<file path="config.mk">
export PLATFORM = sky130hd
export DESIGN_NAME = pdvd_outbuf
export DESIGN_NICKNAME = d
export VERILOG_FILES = /design/src/hw/rtl/pdvd_pkg.sv /design/src/hw/rtl/pdvd_outbuf.sv
export VERILOG_INCLUDE_DIRS = /design/src /design/src/hw/rtl
export SDC_FILE = /design/constraint.sdc
export NUM_CORES = 1
export LEC_CHECK = 0
export BUFFER_PORTS_ARGS = -buffer_cell sky130_fd_sc_hd__buf_2
export CAP_MARGIN = 25
export CORE_MARGIN = 3
export CORE_UTILIZATION = 53
export CTS_CLUSTER_SIZE = 8
export DETAILED_ROUTE_END_ITERATION = 8
export GPL_ROUTABILITY_DRIVEN = 0
export GPL_TIMING_DRIVEN = 0
export PLACE_DENSITY = 0.9
export SYNTH_ARGS = -nofsm -noshare
export SYNTH_HDL_FRONTEND = slang
export SYNTH_SLANG_ARGS = --single-unit
</file>
<file path="constraint.sdc">
create_clock -name clk -period 3.67 [get_ports clk]
set_input_delay 0.5505 -clock clk [delete_from_list [all_inputs] [get_ports clk]]
set_output_delay 0.5505 -clock clk [all_outputs]
set_load 0.1 [all_outputs]
</file>
<file path="src/hw/rtl/packed_delta_value_decoder_defines.svh">
// ----------------------------------------------------------------------------
// packed delta value decoder assertion macros
// concurrent assertion helpers, empty for synthesis
// ----------------------------------------------------------------------------
`ifndef PACKED_DELTA_VALUE_DECODER_DEFINES_SVH
`define PACKED_DELTA_VALUE_DECODER_DEFINES_SVH
`ifndef SYNTHESIS
`define PDVD_ASSERT(lbl, prop, msg) \
  lbl: assert property (@(posedge clk) disable iff (!rst_n) prop) else $error(msg);
`define PDVD_ASSERT_ALWAYS(lbl, prop, msg) \
  lbl: assert property (@(posedge clk) prop) else $error(msg);
`else
`define PDVD_ASSERT(lbl, prop, msg)
`define PDVD_ASSERT_ALWAYS(lbl, prop, msg)
`endif
`endif

</file>
<file path="src/hw/rtl/pdvd_pkg.sv">
// ----------------------------------------------------------------------------
// pdvd_pkg
// shared types and constants of the packed delta value decoder
// ----------------------------------------------------------------------------
package pdvd_pkg;

  localparam int MAX_COUNT_DEF = 64;
  localparam int MAX_RES = 4;

  typedef enum logic [1:0] {
    KIND_FIRST   = 2'd0,
    KIND_SECOND  = 2'd1,
    KIND_SUMMARY = 2'd2
  } kind_t;

  typedef enum logic [0:0] {
    OP_START = 1'b0,
    OP_DATA  = 1'b1
  } op_t;

  typedef enum logic [3:0] {
    PH_IDLE     = 4'd0,
    PH_S_FIRST  = 4'd1,
    PH_S_SECOND = 4'd2,
    PH_S_BOTH   = 4'd3,
    PH_S_CTRL   = 4'd4,
    PH_S_ITEM   = 4'd5,
    PH_P_NIB    = 4'd6,
    PH_P_FIRST  = 4'd7,
    PH_P_SECOND = 4'd8,
    PH_P_DATA   = 4'd9
  } phase_t;

  typedef struct packed {
    kind_t       kind;
    logic [6:0]  index;
    logic [15:0] value;
    logic [7:0]  first_count;
    logic [7:0]  second_count;
    logic        count_overflow;
    logic        last;
  } res_t;

  typedef res_t [MAX_RES-1:0] res_vec_t;

  typedef struct packed {
    res_vec_t   res;
    logic [2:0] count;
  } batch_t;

endpackage

</file>
<file path="src/hw/rtl/pdvd_outbuf.sv">
// ----------------------------------------------------------------------------
// pdvd_outbuf
// result register holding one batch, shifted out one item a cycle if out_ready
// ----------------------------------------------------------------------------
`include "packed_delta_value_decoder_defines.svh"
module pdvd_outbuf import pdvd_pkg::*; (
  input  logic   clk,
  input  logic   rst_n,
  input  logic   in_valid,
  output logic   in_ready,
  input  batch_t batch,
  output logic   out_valid,
  input  logic   out_ready,
  output res_t   out_res
);

  res_vec_t   q_r;
  logic [2:0] n_r;
  logic       pop, load;

  assign out_valid = (n_r != 3'd0);
  assign out_res = q_r[0];
  assign pop = out_valid && out_ready;
  assign in_ready = (n_r == 3'd0) || ((n_r == 3'd1) && out_ready);
  assign load = in_valid && in_ready;

  always_ff @(posedge clk) begin
    if (!rst_n) begin
      n_r <= '0;
    end else if (load) begin
      n_r <= batch.count;
    end else if (pop) begin
      n_r <= n_r - 3'd1;
    end
  end

  always_ff @(posedge clk) begin
    if (load) begin
      q_r <= batch.res;
    end else if (pop) begin
      q_r <= {q_r[MAX_RES-1], q_r[MAX_RES-1:1]};
    end
  end

  `PDVD_ASSERT(a_cnt_range, n_r <= 3'(MAX_RES), "result count out of range")
  `PDVD_ASSERT(a_hold, (n_r > 3'd1) && !out_ready |=> n_r == $past(n_r), "batch lost")
  `PDVD_ASSERT(a_last_tail, out_valid && out_res.last |-> n_r == 3'd1, "last not at tail")

endmodule

</file>
* Word level (Yosys, flattened, before mapping)
Cells that the tools add are included.
** Word-level totals
- Output and inout bits :: 45
- Logic and storage cells :: 42
- Register bits :: 175
- Bits of input ports :: 179
** Operators by class
- Reductions and logical operators :: 7
- Add/sub/neg operators :: 1
- Muxes and demuxes :: 4
- Equal/unequal tests :: 1
** Operator list (number)
- $mux 172 :: 1
- $mux 129 :: 1
- $mux 3 :: 2
- $eq 3x1->1 const B :: 1
- $logic_and 1x1->1 :: 3
- $logic_not 3->1 :: 1
- $reduce_bool 3->1 :: 1
- $sub 3x1->3 const B :: 1
- $reduce_bool 2->1 :: 1
- $logic_or 1x1->1 :: 1

* Logic depth before layout (Yosys ltp)
Gate-level depths: netlist of run 1.
- Word-level depth :: 5
- Depth in mapped cells :: 7
- Gate-level depth less buffers :: 5

* Worst setup path before layout of run 1
No wires, ideal clock.
- Kind :: register -> register
- From :: reg n_r[0]
- To :: reg q_r, in the netlist out_res[0] (enable)
- Required time :: 3.238 ns
- Setup time :: 0.432 ns
- Arrival time :: 3.210 ns
- Period minus slack after synthesis :: 3.642 ns
- Path buffers :: 0
- Slack :: 0.028 ns
- Cell stages (with the launch flop) :: 5
- Cell sequence :: dfxtp_1 > inv_1 > ha_1 > nand2b_1 > a21o_2
** On the way
- Elaborated cells between the ends (all ways) :: 8
- Classes of those cells :: eq/ne (1); reduce/logical (7)
** RTL lines
- start: declaration :: line pdvd_outbuf.sv:18 : logic [2:0] n_r;
- start signal: assignment :: line pdvd_outbuf.sv:31 : n_r <= batch.count;
- start signal: assignment :: line pdvd_outbuf.sv:33 : n_r <= n_r - 3'd1;
- $reduce_bool 3->1 :: line pdvd_outbuf.sv:21 : assign out_valid = (n_r != 3'd0);
- named net out_valid :: line pdvd_outbuf.sv:12 : output logic out_valid,
- $logic_and 1x1->1 :: line pdvd_outbuf.sv:23 : assign pop = out_valid && out_ready;
- $reduce_bool 2->1 (no line)
- end signal: assignment :: line pdvd_outbuf.sv:39 : q_r <= batch.res;
- end signal: assignment :: line pdvd_outbuf.sv:41 : q_r <= {q_r[MAX_RES-1], q_r[MAX_RES-1:1]};
- end: declaration :: line pdvd_outbuf.sv:17 : res_vec_t q_r;
The timed path passes the listed nets, and every way through them passes these cells.
A chain may end at the register's enable or synchronous reset.

* Worst setup path in the final report of run 1
- From :: reg n_r[0]
- To :: out out_valid
** On the way
- Word-level cells in the longest chain between the ends :: 1
** RTL lines (line)
- $reduce_bool 3->1 :: pdvd_outbuf.sv:21
- end: declaration :: pdvd_outbuf.sv:12
Every way passes these cells.

==> flow_metrics.py, run 1 <==
metrics = {
    "outcome": {
        "status": "completed",
    },
    "clock_tree": {
        "clk_pin_slew_ns": 0.07,
        "clock_latency_ns": 0.42,
        "cts_inserted_buffers": 17,
        "cts_resized": 0,
        "cts-root-buf": "clkbuf_16",
        "cts.sinks": 175,
        "clockBufferDepth": 2,
        "holdBufCountCts": 0,
        "tritoncts": "done",
        "postCtsSetupRepairBufs": 0,
        "cts_max_level": 4,
    },
    "yosys": {
        "synth_warnings": 0,
        "yosysSeqAreaShare_pct": 62.9,
        "synth_simple_gate_area_share_pct": 4.33,
        "synth_compound_area_share_pct": 1.22,
        "synth.distinct_cells": 34,
        "syn_area_um2": 8300,
        "synthCells": 444,
        "ys_ff_latch": 175,
        "yosysMostFrequentCell": "edfxtp_1",
        "synth_mux_area_share_pct": 23.2,
        "synth_top_area_share_pct": 62.2,
        "postSynth.asyncResetShare_pct": 0,
        "synthAdderAreaFrac_pct": 0.452,
        "synth-edff-count": 172,
        "synth_top_family_by_area": "multiplexers",
        "syn_nets": 626,
        "synth_top_cell_by_area": "edfxtp_1",
        "yosys-top-cells-count": "172 x edfxtp_1, 126 x mux2_4, 44 x and2_1",
        "synthTopCellsByArea": "edfxtp_1 62%, mux2_4 23%, buf_4 3.9%",
        "synth-main-ff-cell": "edfxtp_1",
        "syn_avg_cell_area_um2": 18.7,
        "synth_xor_area_share_pct": 0,
    },
    "placement": {
        "hpwl_um": 11800,
        "portBuffers": 223,
        "dpl.cell_count": 879,
        "placed_cell_area_um2": 9710,
    },
    "layout": {
        "multiInputGateArea_um2": 2430,
        "drive_gt1_share_pct": 64.5,
        "fillCellCount": 1044,
        "fin_area_um2": 10300,
        "area_growth_pct": 24.4,
        "diodes": 0,
        "final-seq-area_um2": 5230,
        "final_nets": 870,
        "stdcell_count": 912,
    },
    "hold_path": {
        "holdCritPathClass": "primary input to flop",
    },
    "global_routing": {
        "grt_pass1_vias": 4841,
        "grt-ovfl-total": 0,
        "track_usage_pct": 18.5,
        "antenna_found_initial": 3,
        "grt_max_degree": 69,
        "grt_pass1_wl_um": 24800,
    },
    "power_and_ir_drop": {
        "power_density_nw_per_um2": 1090,
        "ir_drop_mv": 0.970,
        "p_leak_nw": 4.42,
        "power.total_w": 0.0112,
    },
    "run": {
        "cap_violations": 0,
    },
    "critical_path": {
        "crit_required_ns": 3.12,
        "cp_top_family": "buffers and inverters",
        "cp_max_fo": 6,
        "critPathKind": "flop to output pin",
        "crit_chain": "inv_1 -> ha_1 -> nand2b_1 -> buf_2",
        "crit_buf_inv": 2,
        "cp_slowest_stage_delay_ns": 0.48,
        "crit_path_end_kind": "output pin",
        "worst_setup_path_start_kind": "flop",
        "cp_slowest_cell": "buf_2",
        "critical_path_arrival_ns": 1.94,
    },
    "route": {
        "wl_per_cell_um": 17.4,
        "vias_per_cell": 4.89,
        "route.vias.total": 4464,
        "drtIter0Drc": 183,
        "first_pass_iters": 4,
        "antenna_left": 0,
        "wirelength_um": 15800,
        "drc_errors": 0,
    },
    "sta": {
        "grt_setup_unrepaired": "no",
        "worst_pin_slew_ns": 0.804,
        "fin_skew_ns": 0.0132,
        "hold_viol": 0,
        "final.period_utilization_pct": 67.8,
        "setup-violations-final": 0,
        "slew_headroom_pct": 46.4,
        "max_freq_mhz": 402,
        "fin_tns_setup_ns": 0,
        "drv_slew": 0,
        "final.min_clock_period_ns": 2.49,
    },
    "die": {
        "row_count": 45,
        "num_io_pins": 224,
        "start_util_pct": 54.4,
        "dieArea_um2": 17200,
        "core_um2": 15300,
        "die_width_um": 131,
        "die_h_um": 131,
    },
}
worst reg2reg max path, cell delays in order, from the launching register on:
cell	delay (ns)
dfxtp_1	0.39
inv_1	0.10
ha_1	0.30
nand2b_1	0.24
a21o_4	0.66
buf_16	0.38
state kept, by name, indices dropped and copies added, names as in the netlist:
| register | flops |
|---|---|
| q_r | 129 |
| out_res | 43 |
| n_r | 3 |
report_power, final:
| part | total, W | leakage (nW) | switching, W | internal [W] |
|---|---|---|---|---|
| logic | 0.00555 | 2.43 | 0.00339 | 0.00216 |
| clock network | 0.00178 | 0.288 | 0.000809 | 0.000970 |
| registers | 0.00390 | 1.70 | 0.000277 | 0.00362 |
| total | 0.0112 | 4.42 | 0.00448 | 0.00675 |
cell type report:
| cell class | count | share of cell area [%] |
|---|---|---|
| Tap cell | 211 | 2.56 |
| Buffer | 62 | 6.09 |
| Multi-Input combinational cell | 201 | 23.5 |
| Clock inverter | 15 | 1.61 |
| Sequential cell | 175 | 50.6 |
| Timing Repair Buffer | 225 | 11.3 |
| Inverter | 6 | 0.218 |
| Clock buffer | 17 | 4.12 |
cells in the final DEF, fill, tap and decap left out, types with 2 or more instances in the layout:
master,n
a211oi_1,2
edfxtp_1,172
ha_1,3
nor2_1,2
nand3_1,2
clkbuf_2,3
nor3_1,2
and2_1,44
buf_2,224
dfxtp_1,3
buf_4,43
inv_6,5
inv_8,3
clkinv_4,4
buf_12,14
mux2_2,3
inv_1,6
mux2_4,126
clkbuf_16,17
worst paths after layout:
check               start     endpoint  slack, ns  cells past startpoint
setup / recovery   n_r[0]    out_valid       1.18                      4
hold / removal      rst_n       n_r[2]       0.39                      3
setup reg to reg   n_r[0]      q_r[65]       1.21                      5
hold reg to reg   q_r[66]  out_res[23]       0.55                      1
cells by family (layout without fill, tap and decap cells):
kind of cell	Yosys count	after routing
mux	129	129
buf+inv	68	325
flops	175	175
simple gates	57	57
fa+ha+maj	3	3
compound gates	12	12
per-stage QoR:
step | setup slack, ns | hold slack, ns | utilization [%]
after floorplan | 0.0283 | 0.525 | -
after global placement | 0.289 | 0.528 | 63.4
after detailed placement | 1.17 | 0.534 | 63.7
after CTS | 1.16 | 0.367 | 67.5
after global routing | 0.981 | 0.380 | 67.7
final | 1.18 | 0.385 | 67.7
metal layers:
| metal | GRT usage (%) | vias up | wire length [um] |
|---|---|---|---|
| met5 | 0 | - | 39 |
| met2 | 33.9 | 166 | 8600 |
| li1 | - | 2114 | - |
| met4 | 5.83 | 6 | 274 |
| met3 | 6.05 | 29 | 1080 |
| met1 | 20.2 | 2149 | 5840 |
Power figures use the tool's default switching activity.
==> inputs of run 2 (changes only) <==
--- a/config.mk
+++ b/config.mk
@@ -6,15 +6,16 @@
 export SDC_FILE = /design/constraint.sdc
 export NUM_CORES = 1
 export LEC_CHECK = 0
+export ABC_AREA = 1
 export BUFFER_PORTS_ARGS = -buffer_cell sky130_fd_sc_hd__buf_2
 export CAP_MARGIN = 25
 export CORE_MARGIN = 3
-export CORE_UTILIZATION = 53
+export CORE_UTILIZATION = 47
 export CTS_CLUSTER_SIZE = 8
 export DETAILED_ROUTE_END_ITERATION = 8
 export GPL_ROUTABILITY_DRIVEN = 0
 export GPL_TIMING_DRIVEN = 0
-export PLACE_DENSITY = 0.9
+export PLACE_DENSITY = 0.86
 export SYNTH_ARGS = -nofsm -noshare
 export SYNTH_HDL_FRONTEND = slang
 export SYNTH_SLANG_ARGS = --single-unit
==> constraint.sdc (replaced) <==
create_clock -name clk -period 2.15 [get_ports clk]
set_input_delay 0.3225 -clock clk [delete_from_list [all_inputs] [get_ports clk]]
set_output_delay 0.3225 -clock clk [all_outputs]
set_load 0.1 [all_outputs]
==> run 2 against run 1 <==
- non-clock buffer count increased by 12
- first-iteration DRC count increased by 62%
- highest routed layer unchanged
- clock skew decreased by 0.0015 ns
- largest cell class unchanged
==> flow_metrics.py, run 2 <==
metrics = {
    "outcome": {
        "status": "completed",
    },
    "global_routing": {
        "grt-ovfl-total": 0,
        "grt_max_degree": 67,
        "grt_pass1_vias": 5567,
        "grt_pass1_wl_um": 26200,
        "track_usage_pct": 18.7,
        "antenna_found_initial": 2,
    },
    "route": {
        "wl_per_cell_um": 13.7,
        "top_layer": "met5",
        "wl_met3_um": 1260,
        "vias_per_cell": 4.53,
        "wl_met2_um": 8850,
        "first_pass_iters": 5,
        "antenna_left": 0,
        "wirelength_um": 16900,
        "drc_errors": 0,
        "route.vias.total": 5578,
        "drtIter0Drc": 297,
        "met1_length_um": 6500,
    },
    "clock_tree": {
        "cts_inserted_buffers": 17,
        "clockBufferDepth": 2,
        "postCtsSetupRepairBufs": 0,
        "cts.sinks": 175,
        "clk_pin_slew_ns": 0.07,
        "tritoncts": "done",
        "cts_max_level": 4,
        "clock_latency_ns": 0.42,
        "holdBufCountCts": 0,
        "cts-root-buf": "clkbuf_16",
    },
    "yosys": {
        "synthTopCellsByArea": "edfxtp_1 67%, nand2_1 19%, buf_4 4.5%",
        "ys_ff_latch": 175,
        "synth_simple_gate_area_share_pct": 22.1,
        "synth_compound_area_share_pct": 0.0646,
        "synth_top_area_share_pct": 66.6,
        "yosysMostFrequentCell": "nand2_1",
        "synthAdderAreaFrac_pct": 0.484,
        "synth_warnings": 0,
        "yosysSeqAreaShare_pct": 67.4,
        "yosys-top-cells-count": "392 x nand2_1, 172 x edfxtp_1, 50 x inv_1",
        "synth-main-ff-cell": "edfxtp_1",
        "postSynth.asyncResetShare_pct": 0,
        "synth.distinct_cells": 14,
        "syn_avg_cell_area_um2": 10.2,
        "synthCells": 759,
        "syn_nets": 941,
        "synth_top_cell_by_area": "edfxtp_1",
        "syn_area_um2": 7750,
        "synth_mux_area_share_pct": 0,
        "synth_xor_area_share_pct": 0.113,
        "synth-edff-count": 172,
        "synth_top_family_by_area": "simple AND/OR/NAND/NOR gates",
    },
    "sta": {
        "max_freq_mhz": 486,
        "grt_setup_unrepaired": "no",
        "final.min_clock_period_ns": 2.06,
        "setup-violations-final": 0,
        "fin_skew_ns": 0.0118,
        "drv_slew": 0,
        "worst_pin_slew_ns": 0.540,
        "slew_headroom_pct": 63.9,
        "final.period_utilization_pct": 95.6,
        "hold_viol": 0,
        "fin_tns_setup_ns": 0,
    },
    "layout": {
        "drive_gt1_share_pct": 33.4,
        "fin_area_um2": 9790,
        "top_register": "q_r",
        "final_util_pct": 61.2,
        "fillCellCount": 1372,
        "diodes": 0,
        "final_nets": 1184,
        "largest_reg_flops": 129,
        "area_growth_pct": 26.3,
        "final_cell_mix": "390 x nand2_1, 241 x buf_2, 172 x edfxtp_1",
        "final_common_cell": "nand2_1",
    },
    "power_and_ir_drop": {
        "p_leak_nw": 4.80,
        "power.total_w": 0.0181,
        "power_density_nw_per_um2": 1850,
        "ir_drop_mv": 0.959,
    },
    "die": {
        "row_count": 46,
        "start_util_pct": 48.5,
        "die_width_um": 134,
        "dieArea_um2": 18100,
        "core_um2": 16000,
        "num_io_pins": 224,
        "die_h_um": 134,
    },
    "placement": {
        "hpwl_um": 12000,
        "placed_cell_area_um2": 9180,
        "portBuffers": 223,
    },
    "critical_path": {
        "worst_setup_path_start_kind": "flop",
        "crit_path_end_kind": "output pin",
        "cp_slowest_cell": "buf_2",
        "cp_slowest_stage_delay_ns": 0.42,
        "crit_chain": "inv_1 -> ha_1 -> nand2_4 -> nand2_8 -> buf_2",
        "crit_required_ns": 1.83,
        "critPathKind": "flop to output pin",
        "critical_path_arrival_ns": 1.73,
        "cp_max_fo": 5,
    },
    "hold_path": {
        "holdCritPathClass": "primary input to flop",
    },
    "run": {
        "cap_violations": 0,
    },
}
## run 2: cell types whose count changed in the layout (fill, tap and decap cells not counted), sizes merged, moves of 3 or more
cell / change
and2: -44
nand2: +395
mux2: -129
clkbuf: -3
nor2: +40
buf: +15
inv: +43
nand3: +11
## run 2: path summary, 6_finish.rpt
check | cells after the start | slack, ns | from | endpoint
worst max-delay path | 5 | 0.09 | n_r[0] | in_ready
worst min-delay path | 3 | 0.14 | rst_n | n_r[2]
worst max register to register | 7 | 0.23 | n_r[0] | q_r[166]
worst min register to register | 2 | 0.51 | q_r[62] | out_res[19]
## run 2: layout make-up
type | count | area (um^2) | share of cell area (%)
plain buffers | 76 | 571 | 5.83
clock buffers | 17 | 425 | 4.34
clock inverters | 15 | 159 | 1.62
inverters | 52 | 195 | 1.99
multi-input cells | 457 | 1830 | 18.7
flip-flops and latches | 175 | 5230 | 53.4
well taps | 216 | 270 | 2.76
repair buffers | 223 | 1120 | 11.4
## run 2: report_power, final
| part | switching (W) | internal (W) |
|---|---|---|
| clock | 0.00134 | 0.00173 |
| sequential | 0.000404 | 0.00623 |
| combinational | 0.00634 | 0.00203 |
## run 2: worst max-delay path, delay by kind of cell, from the launching register on
family | cells | cell delay, ns
and+or+nand+nor | 2 | 0.19
DFF | 1 | 0.32
buffers and inverters | 2 | 0.53
adders and majority gates | 1 | 0.26
## run 2: cell families after synthesis
logic type,after synthesis
XOR/XNOR,1
adder cells (fa/ha/maj),3
buffers and inverters,128
flip-flops,175
AO/OA/AOI/OAI,1
AND/OR/NAND/NOR,451
## run 2: repair_timing
| action | in CTS | in global routing |
|---|---|---|
| resized for setup | 1 | 3 |
| pin swaps | 1 | 0 |
| gates cloned | 1 | 0 |
| setup endpoints to repair | 132 | 183 |
## run 2: through the flow
stage	hold WS (ns)	cells	setup WS (ns)
final	0.143	1231	0.0938
after global routing	0.128	1231	0.0105
after CTS	0.128	1231	0.000546
after detailed placement	0.501	1198	-0.0337
after global placement	0.496	1198	0.0491
after floorplan	0.432	759	0.00147
## run 2: per-layer routing
layer	track usage [%]	up-vias
met4	7.01	4
met5	0	-
met1	20.7	2527
met3	6.00	30
met2	33.6	171
li1	-	2846
==> inputs of run 3 (changes only) <==
--- a/config.mk
+++ b/config.mk
@@ -9,13 +9,14 @@
 export ABC_AREA = 1
 export BUFFER_PORTS_ARGS = -buffer_cell sky130_fd_sc_hd__buf_2
 export CAP_MARGIN = 25
+export CORE_ASPECT_RATIO = 1.2
 export CORE_MARGIN = 3
-export CORE_UTILIZATION = 47
+export CORE_UTILIZATION = 56
 export CTS_CLUSTER_SIZE = 8
 export DETAILED_ROUTE_END_ITERATION = 8
 export GPL_ROUTABILITY_DRIVEN = 0
 export GPL_TIMING_DRIVEN = 0
-export PLACE_DENSITY = 0.86
+export PLACE_DENSITY = 0.95
 export SYNTH_ARGS = -nofsm -noshare
 export SYNTH_HDL_FRONTEND = slang
 export SYNTH_SLANG_ARGS = --single-unit
==> constraint.sdc (replaced) <==
create_clock -name clk -period 2.42 [get_ports clk]
set_input_delay 0.363 -clock clk [delete_from_list [all_inputs] [get_ports clk]]
set_output_delay 0.363 -clock clk [all_outputs]
set_load 0.1 [all_outputs]
==> run 3 against run 2 <==
- first-iteration DRC count rose by 36%
- sequential cell count stayed put
- sequential power shrank 9.8%
- register-to-register slack better by 0.05 ns
- sequential share of layout area is 0.77 points higher
- final cell count decreased by 3.9%
- die area is 15% lower
- clock skew decreased by 0.00073 ns
- core utilization grew 11 points
- final area shrank 1.4%
- clock power decreased by 17%
- via count rose by 2.3%
- critical path type is now flop to flop
==> flow_metrics.py, run 3 (synthesized netlist as in run 2, its figures left out) <==
metrics = {
    "clock_tree": {
        "cts_inserted_buffers": 17,
        "cts.sinks": 175,
        "postCtsSetupRepairBufs": 0,
        "clock_latency_ns": 0.43,
        "holdBufCountCts": 0,
        "cts-root-buf": "clkbuf_16",
        "clockBufferDepth": 2,
        "cts_max_level": 4,
        "cts_resized": 0,
        "clk_pin_slew_ns": 0.06,
        "tritoncts": "done",
    },
    "critical_path": {
        "critical_path_arrival_ns": 2.18,
        "critPathKind": "flop to flop",
        "worst_setup_path_start_kind": "flop",
        "crit_required_ns": 2.46,
        "crit_path_end_kind": "flop",
        "cp_max_fo": 132,
    },
    "die": {
        "row_count": 46,
        "die_h_um": 135,
        "start_util_pct": 57.8,
        "num_io_pins": 224,
        "core_um2": 13400,
        "dieArea_um2": 15300,
        "die_width_um": 113,
    },
    "hold_path": {
        "holdCritPathClass": "primary input to flop",
    },
    "route": {
        "first_pass_iters": 5,
        "wl_per_cell_um": 15.0,
        "drc_errors": 0,
        "wirelength_um": 17700,
        "drtIter0Drc": 403,
        "route.vias.total": 5708,
        "antenna_left": 0,
        "vias_per_cell": 4.83,
    },
    "power_and_ir_drop": {
        "p_comb_share_pct": 46.4,
        "power_density_nw_per_um2": 1650,
        "power_switching_w": 0.00719,
        "power.total_w": 0.0159,
        "internal_power_w": 0.00876,
        "p_leak_nw": 4.75,
        "ir_drop_mv": 1.39,
        "pwr-share-clk_pct": 16.1,
        "p_seq_share_pct": 37.6,
        "power_switching_share_pct": 45.1,
    },
    "global_routing": {
        "grt_pass1_vias": 5689,
        "track_usage_pct": 23.2,
        "grt_pass1_wl_um": 27000,
        "grt_max_degree": 133,
        "grt-ovfl-total": 0,
        "antenna_found_initial": 1,
    },
    "layout": {
        "final_util_pct": 72.0,
        "drive_gt1_share_pct": 32.8,
        "fillCellCount": 947,
        "final_common_cell": "nand2_1",
        "area_growth_pct": 24.5,
        "top_register": "q_r",
        "final-seq-area_um2": 5230,
        "final_cell_mix": "391 x nand2_1, 241 x buf_2, 172 x edfxtp_1",
        "final_nets": 1183,
        "largest_reg_flops": 129,
        "multiInputGateArea_um2": 1790,
    },
    "outcome": {
        "status": "completed",
    },
    "placement": {
        "pre_cts_ws_ns": 0.304,
        "hpwl_um": 13000,
        "portBuffers": 223,
    },
    "sta": {
        "fin_skew_ns": 0.0111,
        "setup-violations-final": 0,
        "final.period_utilization_pct": 88.3,
        "fin_ws_ns": 0.284,
        "holdWs_ns": 0.180,
        "max_freq_mhz": 468,
        "hold_viol": 0,
        "slew_headroom_pct": 34.0,
        "worst_pin_slew_ns": 0.991,
        "drv_slew": 0,
        "final.min_clock_period_ns": 2.14,
        "grt_setup_unrepaired": "no",
        "fin_tns_setup_ns": 0,
    },
    "run": {
        "cap_violations": 0,
    },
}
-- run 3: cell types whose count changed in the layout (fill, tap and decap cells not counted), sizes merged --
cell / previous run / this run
diode: 0 / 1
clkbuf: 17 / 19
inv: 57 / 54
clkinv: 7 / 5
bufinv: 2 / 1
nand2: 396 / 395
clkinvlp: 1 / 5
-- run 3: through the flow --
step	instances	area, um^2
global route	1183	9650
CTS	1182	9650
finish	1183	9650
floorplan	759	7780
global placement	1150	9100
detailed placement	1150	9100
-- run 3: path summary, 6_finish.rpt --
path / slack (ns) / endpoint / start / cells after the start
hold reg to reg: 0.51 / q_r[44] / q_r[87] / 2
setup reg to reg: 0.28 / q_r[88] / n_r[0] / 5
hold / removal: 0.18 / n_r[2] / rst_n / 3
setup / recovery: 0.28 / q_r[88] / n_r[0] / 5
-- run 3: worst max-delay path, cell delays in order, from the launching register on --
cell	delay [ns]
dfxtp_1	0.34
inv_1	0.08
ha_1	0.23
nand2_2	0.11
nand2_1	0.18
nand2_8	0.71
-- run 3: final cells by class --
type                       instances  share of cell area (%)
inverter                          52                    2.02
clock inverter                    13                    1.19
clock buffer                      19                    4.48
sequential                       175                    54.1
multi-input combinational        456                    18.5
buffer                            76                    5.87
tap                              168                    2.18
timing repair buffer             223                    11.6
antenna                            1                  0.0259
-- run 3: power by group through the flow --
stage	Sequential, W	Combinational (W)	Clock, W
after floorplan	0.00586	0.00608	0
after global placement	0.00595	0.00715	0
after detailed placement	0.00605	0.00741	0
after CTS	0.00599	0.00744	0.00255
after global routing	0.00610	0.00795	0.00271
final	0.00599	0.00740	0.00256
-- run 3: routing by layer --
layer  share of wire, %  track usage (%)  wire length [um]
met5                  0                0                 0
met4                3.0             9.55               539
met3                6.5             5.56              1150
met2                 54             42.6              9530
met1                 37             25.6              6490
